File: src/design/scs_pkg.sv
package scs_pkg;

  localparam int MaxContainers  = 1024;
  localparam int MaxInherited   = 1024;
  localparam int ContainerBytes = 4194304;
  localparam int MetaBytes      = 4096;
  localparam int IdxW           = $clog2(MaxContainers);
  localparam int CntW           = IdxW + 1;
  localparam int InhIdxW        = $clog2(MaxInherited);
  localparam int InhCntW        = InhIdxW + 1;
  localparam int PayloadI       = ContainerBytes - MetaBytes;
  localparam logic PayloadPos   = (ContainerBytes > MetaBytes);
  localparam logic [26:0] Payload = PayloadPos ? 27'(PayloadI) : 27'd0;
  localparam logic [16:0] FullRatio = 17'd65536;

  typedef enum logic [2:0] {
    REQ_UPDATE  = 3'd0,
    REQ_CHECK   = 3'd1,
    REQ_INHERIT = 3'd2,
    REQ_FINISH  = 3'd3,
    REQ_READ    = 3'd4
  } req_t;

  typedef enum logic [1:0] {
    ST_OK    = 2'd0,
    ST_FULL  = 2'd1,
    ST_RANGE = 2'd2
  } status_t;

  typedef struct packed {
    logic [2:0]  req_type;
    logic [31:0] container_id;
    logic [23:0] byte_count;
    logic        is_duplicate;
    logic        is_file_start;
    logic        is_file_end;
    logic [9:0]  entry_index;
  } item_t;

  typedef struct packed {
    logic [1:0]  status;
    logic        sparse_mark;
    logic [31:0] entry_id;
    logic [31:0] entry_bytes;
    logic        last_entry;
    logic [10:0] container_total;
    logic [10:0] sparse_total;
    logic [10:0] inherited_hits;
    logic [10:0] selected_count;
  } result_t;

  typedef enum logic [4:0] {
    OP_NONE   = 5'd0,
    OP_LOAD   = 5'd1,
    OP_UPDATE = 5'd2,
    OP_CHECK  = 5'd3,
    OP_INHERIT= 5'd4,
    OP_FINISH = 5'd5,
    OP_READ   = 5'd6
  } op_t;

  typedef struct packed {
    op_t op;
  } cmd_t;

  typedef struct packed {
    logic done;
  } sts_t;

endpackage

File: src/design/scs_ctrl.sv
module scs_ctrl (
  input  logic               clk,
  input  logic               rst_n,
  input  logic               in_tvalid,
  output logic               in_tready,
  input  logic [2:0]         req_type,
  output logic               out_tvalid,
  input  logic               out_tready,
  output logic               take,
  output scs_pkg::cmd_t      cmd,
  input  scs_pkg::sts_t      sts
);
  typedef enum logic [2:0] {
    S_IDLE = 3'b001,
    S_WORK = 3'b010,
    S_OUT  = 3'b100
  } state_t;

  state_t state_r, state_nxt;
  scs_pkg::op_t op_r, op_nxt;

  assign in_tready  = (state_r == S_IDLE);
  assign out_tvalid = (state_r == S_OUT);
  assign take       = in_tvalid && in_tready;
  assign cmd.op     = (state_r == S_WORK) ? op_r : scs_pkg::OP_NONE;

  always_comb begin
    state_nxt = state_r;
    op_nxt    = op_r;
    unique case (state_r)
      S_IDLE: begin
        if (take) begin
          state_nxt = S_WORK;
          unique case (req_type)
            scs_pkg::REQ_UPDATE:  op_nxt = scs_pkg::OP_UPDATE;
            scs_pkg::REQ_CHECK:   op_nxt = scs_pkg::OP_CHECK;
            scs_pkg::REQ_INHERIT: op_nxt = scs_pkg::OP_INHERIT;
            scs_pkg::REQ_FINISH:  op_nxt = scs_pkg::OP_FINISH;
            scs_pkg::REQ_READ:    op_nxt = scs_pkg::OP_READ;
            default:              op_nxt = scs_pkg::OP_LOAD;
          endcase
        end
      end
      S_WORK: begin
        if (sts.done) begin
          state_nxt = S_OUT;
        end
      end
      S_OUT: begin
        if (out_tready) begin
          state_nxt = S_IDLE;
        end
      end
      default: state_nxt = S_IDLE;
    endcase
  end

  always_ff @(posedge clk) begin
    if (!rst_n) begin
      state_r <= S_IDLE;
      op_r    <= scs_pkg::OP_NONE;
    end else begin
      state_r <= state_nxt;
      op_r    <= op_nxt;
    end
  end
endmodule

File: config.mk
export PLATFORM = sky130hd
export DESIGN_NAME = scs_ctrl
export DESIGN_NICKNAME = d
export VERILOG_FILES = /design/src/design/scs_pkg.sv /design/src/design/scs_ctrl.sv
export SDC_FILE = /design/constraint.sdc
export NUM_CORES = 1
export LEC_CHECK = 0
export ABC_AREA = 1
export BUFFER_PORTS_ARGS = -buffer_cell sky130_fd_sc_hd__buf_2
export CAP_MARGIN = 40
export CORE_AREA = 10 10 47 49
export CTS_CLUSTER_DIAMETER = 30
export DETAILED_ROUTE_END_ITERATION = 10
export DIE_AREA = 0 0 57 59
export GPL_TIMING_DRIVEN = 0
export HOLD_SLACK_MARGIN = 0.05
export PLACE_DENSITY = 0.61
export SLEW_MARGIN = 20
export SYNTH_ARGS = -nofsm -noshare
export SYNTH_HDL_FRONTEND = slang
export SYNTH_SLANG_ARGS = --single-unit
export TNS_END_PERCENT = 5
File: constraint.sdc
create_clock -name clk -period 2.1 [get_ports clk]
set_input_delay 0.105 -clock clk [delete_from_list [all_inputs] [get_ports clk]]
set_output_delay 0.105 -clock clk [all_outputs]
set_load 0.01 [all_outputs]
==> impl_metrics.json, run 1 <==
{
  "status": "finished, final reports clean",
  "die_y_um": 59,
  "min_path_type": "in2reg",
  "io_pins": 16,
  "fmax_mhz": 784.8,
  "arrival_ns": 1.17,
  "vdd_drop_max_mv": 0.2905,
  "post-route-period-util_pct": 60.67,
  "clk_latency_ns": 0.24,
  "synth_flop_cell": "dfxtp_1",
  "yosys_warnings": 0,
  "p_int_w": 0.0002482,
  "async_flop_share_pct": 0,
  "holdBufCountCts": 0,
  "synth_edf_count": 0,
  "clockBufferDepth": 2,
  "via_per_inst": 3.957,
  "nFillCells": 169,
  "tns_ns": 0,
  "power_leakage_nw": 0.2813,
  "cts_tree": "built",
  "wl_per_cell_um": 8.967,
  "drt_pass1_iterations": 3,
  "start_util_pct": 27.59,
  "finalHoldViolCount": 0,
  "cts_setup_buffers": 0,
  "grt_pass1_wl_um": 1380,
  "yosysUniqueCellTypes": 17,
  "ys_seq_area_share_pct": 31.07,
  "place_congestion": 0.7147,
  "endpoint_kind": "output port",
  "cts_num_sinks": 6,
  "dp_cells": 89,
  "fin_crit_ns": 1.274,
  "grt_max_degree": 7,
  "p_seq_share_pct": 39.4,
  "cts_made_buffers": 3,
  "antenna_left": 0,
  "post_cts_resized": 0,
  "grt.total_usage_pct": 5.281,
  "numPortBuffers": 13,
  "cp_cell_sequence": "inv_1 > nor2_2 > nand2_1 > nor2_1 > buf_2",
  "skew_ns": 0.005376,
  "clkPwrFrac_pct": 27.0,
  "coreArea_mm2": 0.001401,
  "rows": 14,
  "area_growth_syn_to_layout_pct": 28.80,
  "power_frac_comb_pct": 33.6,
  "synth_area_um2": 386.6,
  "p_sw_w": 0.0001325,
  "synth_top_area_share_pct": 31.07,
  "syn_area_per_cell_um2": 6.553,
  "die_area_mm2": 0.003363,
  "crit_type": "reg2out",
  "ys_ff_latch": 6,
  "path_clk_slew_ns": 0.04,
  "rsz0062_at_grt": "false",
  "die_x_um": 57,
  "drv_slew": 0,
  "start_kind": "flip-flop",
  "antennaDiodeCount": 0,
  "max_stage_delay_ns": 0.37,
  "power.density_mw_per_mm2": 764.6,
  "place_hpwl_um": 710.8,
  "hold_slack_ns": 0.1321,
  "cp_slowest_cell": "dfxtp_1",
  "post_layout_nonfiller_instances": 92,
  "cp_top_family": "flip-flops",
  "first_global_vias": 350,
  "synth_common_cells": "13 x inv_1, 10 x nand2_1, 10 x nor2_1, 6 x dfxtp_1, 4 x nand3_1",
  "gr-total-overflow": 0,
  "synth_most_common_cell": "inv_1",
  "switching_share_pct": 34.80,
  "worstPathBufferInverterCount": 2,
  "cp_max_fo": 5,
  "drt_iter0_markers": 3,
  "synth_area_leaders": "dfxtp_1 31%, inv_1 13%, nand2_1 9.7%",
  "nets": 86,
  "antenna_found_initial": 0,
  "drc": 0,
  "wl_um": 825,
  "cts_max_level": 1,
  "cap_viol_max_count": 0,
  "syn_inst": 59,
  "route.vias.total": 364,
  "drive_above_1_share_pct": 35.53,
  "setup_violations": 0,
  "root_buffer": "clkbuf_4",
  "cp_data_required_time_ns": 2.00,
  "yosysTopAreaCell": "dfxtp_1"
}
worst paths after layout:
| path | cells past startpoint | slack [ns] | from | end |
|---|---|---|---|---|
| max | 5 | 0.83 | state_r[1] | cmd[2] |
| min | 3 | 0.13 | rst_n | op_r[2] |
| max reg2reg | 6 | 1.05 | state_r[1] | op_r[0] |
| min reg2reg | 2 | 0.50 | op_r[0] | op_r[0] |
power by group through the flow:
stage                     sequential [W]  clock (W)  combinational (W)
final                           0.000150   0.000103           0.000128
after detailed placement        0.000152          0           0.000130
after floorplan                 0.000149          0          0.0000983
after global routing            0.000152   0.000123           0.000143
after CTS                       0.000150   0.000111           0.000130
after global placement          0.000152          0           0.000128
tightest hold or removal path, delay by kind of cell:
family,cells,cell delay [ns]
buf+inv,1,0.14
simple gates,1,0.03
compound gates,1,0.05
cells by family after synthesis:
| group | share of synthesized area (%) |
|---|---|
| simple gates | 38.51 |
| flops | 31.07 |
| buf+inv | 18.12 |
| compound gates | 11.33 |
| other cells | 0.9699 |
metal layers:
layer	share of wire (%)	up-vias	global-route usage, %
li1	-	208	-
met1	53	144	6.086
met2	40	12	6.357
met3	7.8	0	3.863
met4	0	0	4.027
met5	0	-	0
state kept, by name, summed over array words and instances, names as in the netlist:
name and flops:
state_r 3, op_r 3
layout make-up:
type	instances	area, µm²	share of cell area, %
sequential	6	120.1	24.12
tap	16	20.02	4.020
clock buffer	3	22.52	4.523
multi-input combinational	38	200.2	40.20
buffer	2	15.01	3.015
inverter	14	55.05	11.06
timing repair buffer	13	65.06	13.07
per-stage QoR:
step,utilization [%],area [µm²],setup WS [ns],power [W]
global placement,33.93,475.5,1.040,0.0002802
floorplan,-,390.4,1.113,0.0002474
CTS,35.54,498.0,0.8002,0.0003914
finish,35.54,498.0,0.8258,0.0003808
global route,35.54,498.0,0.6578,0.0004175
detailed placement,33.93,475.5,1.032,0.0002822
layout by cell type (no fill, tap or decap):
cell / n
nand2_2: 1
a21oi_2: 2
inv_4: 1
o21ai_2: 1
nand2_1: 10
inv_1: 13
nor2_2: 2
conb_1: 2
o21ai_1: 2
nand3_1: 4
nor3_1: 1
dfxtp_1: 6
nand3_2: 1
o21bai_1: 1
buf_2: 13
nor2_8: 1
clkbuf_4: 3
nor2_1: 10
buf_4: 2
Note: power is estimated with default switching activity, not from simulation.
==> run 2, diff against run 1 <==
PLACE_DENSITY = 0.63   (was 0.61)
clock period = 1.1 ns   (was 2.1 ns; I/O delays follow)
==> run 2 against run 1 <==
  * The run now ends with setup timing left
  * Cell area up 17%
  * Die area unchanged
  * Register-to-register slack worse by 1.0 ns
  * Count of clock-buffer cells in the layout stayed put
  * Clock power up 94%
  * Sequential share of layout area decreased by 2.4 points
  * Clock skew hardly changed
  * Flip-flop and latch count unchanged
  * Routed wire length increased by 11%
  * Hold slack worse by 0.057 ns
==> impl_metrics.json, run 2 (same netlist as run 1, synthesis figures left out) <==
{
  "antennaDiodeCount": 0,
  "reg_top3": "op_r: 3 flops, state_r: 3 flops",
  "power_leakage_nw": 0.3188,
  "place_hpwl_um": 723.8,
  "nFillCells": 157,
  "antenna_found_initial": 0,
  "grt.total_usage_pct": 5.887,
  "fin_crit_ns": 1.123,
  "final-seq-area_um2": 126.4,
  "cts_made_buffers": 3,
  "clockBufferDepth": 2,
  "numPortBuffers": 13,
  "setup_ws_ns": -0.02265,
  "mostFrequentLayoutCells": "13 x buf_2, 12 x inv_1, 9 x nand2_1",
  "dp_cells": 89,
  "start_kind": "flip-flop",
  "start_util_pct": 27.59,
  "status": "finished, violations left",
  "post-route-period-util_pct": 102.1,
  "route.vias.total": 408,
  "min_path_type": "in2reg",
  "finalHoldViolCount": 0,
  "drt_pass1_iterations": 2,
  "drive_above_1_share_pct": 49.38,
  "power.density_mw_per_mm2": 1413,
  "vdd_drop_max_mv": 0.7412,
  "die_area_mm2": 0.003363,
  "wl_um": 915,
  "nets": 91,
  "finalPower_w": 0.0008203,
  "die_x_um": 57,
  "rsz0062_at_grt": "true",
  "drt_iter0_markers": 1,
  "die_y_um": 59,
  "post-place-ws_ns": 0.05047,
  "gr-total-overflow": 0,
  "path_clk_slew_ns": 0.05,
  "fin_area_um2": 580.6,
  "holdBufCountCts": 0,
  "drc": 0,
  "drv_slew": 0,
  "arrival_ns": 1.07,
  "setup_violations": 3,
  "root_buffer": "clkbuf_4",
  "grt_max_degree": 6,
  "wl_met1_um": 398,
  "dr_wl_met2_um": 427,
  "placed_area_um2": 475.5,
  "cts_tree": "built",
  "antenna_left": 0,
  "crit_type": "reg2out",
  "violations": "setup timing",
  "fmax_mhz": 890.8,
  "cts_num_sinks": 6,
  "wl_per_cell_um": 9.433,
  "skew_ns": 0.005091,
  "first_global_vias": 435,
  "clk_latency_ns": 0.24,
  "post_layout_nonfiller_instances": 97,
  "final_util_pct": 41.43,
  "endpoint_kind": "output port",
  "grt_pass1_wl_um": 1600,
  "cts_max_level": 1,
  "cp_max_fo": 4,
  "multi_input_area_um2": 232.7,
  "cap_viol_max_count": 0,
  "io_pins": 16,
  "cp_data_required_time_ns": 1.04,
  "mostFrequentLayoutCell": "buf_2",
  "rows": 14,
  "highest_layer": "met4",
  "dr_wl_met3_um": 77,
  "via_per_inst": 4.206,
  "coreArea_mm2": 0.001401,
  "area_growth_syn_to_layout_pct": 50.16,
  "place_congestion": 0.7048
}
## run 2: changes by cell type in the layout (fill, tap and decap cells not counted), moves of 2 or more
| cell | previous run | this run |
|---|---|---|
| dfxtp_1 | 6 | 3 |
| nand2_4 | 0 | 2 |
| nor2_1 | 10 | 8 |
| dfxtp_2 | 0 | 2 |
| buf_4 | 2 | 6 |
| nor2_4 | 0 | 2 |
## run 2: per-stage QoR
stage	TNS, ns	hold slack (ns)
final	-0.04500	0.07541
after floorplan	0	0.1689
after global placement	0	0.3321
after CTS	-0.2951	0.06810
after global routing	-0.3369	0.06836
after detailed placement	0	0.3290
## run 2: power breakdown
group | leakage [nW] | switching (W) | internal (W)
clock | 0.0138 | 0.0000766 | 0.000123
combinational | 0.255 | 0.000170 | 0.000146
sequential | 0.0504 | 0.0000457 | 0.000259
## run 2: final timing paths
check / start / endpoint / slack, ns / depth (start not counted)
max: state_r[1] / cmd[2] / -0.02 / 5
min: rst_n / op_r[2] / 0.08 / 3
max reg2reg: state_r[1] / op_r[2] / 0.05 / 7
min reg2reg: op_r[1] / op_r[1] / 0.51 / 2
## run 2: what timing repair did
item,4_1_cts,5_1_grt
buffers inserted,4,1
pin swaps,4,7
gates resized for setup,7,8
setup endpoints to repair,4,10
## run 2: cell type report
class                      instances  share of cell area (%)
inverter                          14                   9.914
clock buffer                       3                   3.879
sequential                         6                   21.77
multi-input combinational         38                   40.09
buffer                             2                   2.586
timing repair buffer              18                   18.32
tap                               16                   3.448
## run 2: layer usage
| layer | up-vias | global-route usage (%) |
|---|---|---|
| met2 | 14 | 9.147 |
| met1 | 174 | 5.728 |
| li1 | 218 | - |
| met5 | - | 0 |
| met3 | 2 | 3.863 |
| met4 | 0 | 3.691 |
## run 2: critical path, cell delays in order, from the launching register on
cell and delay (ns):
dfxtp_4 0.38, inv_4 0.04, nor2_4 0.10, nand2_4 0.08
nor2_1 0.09, buf_2 0.14
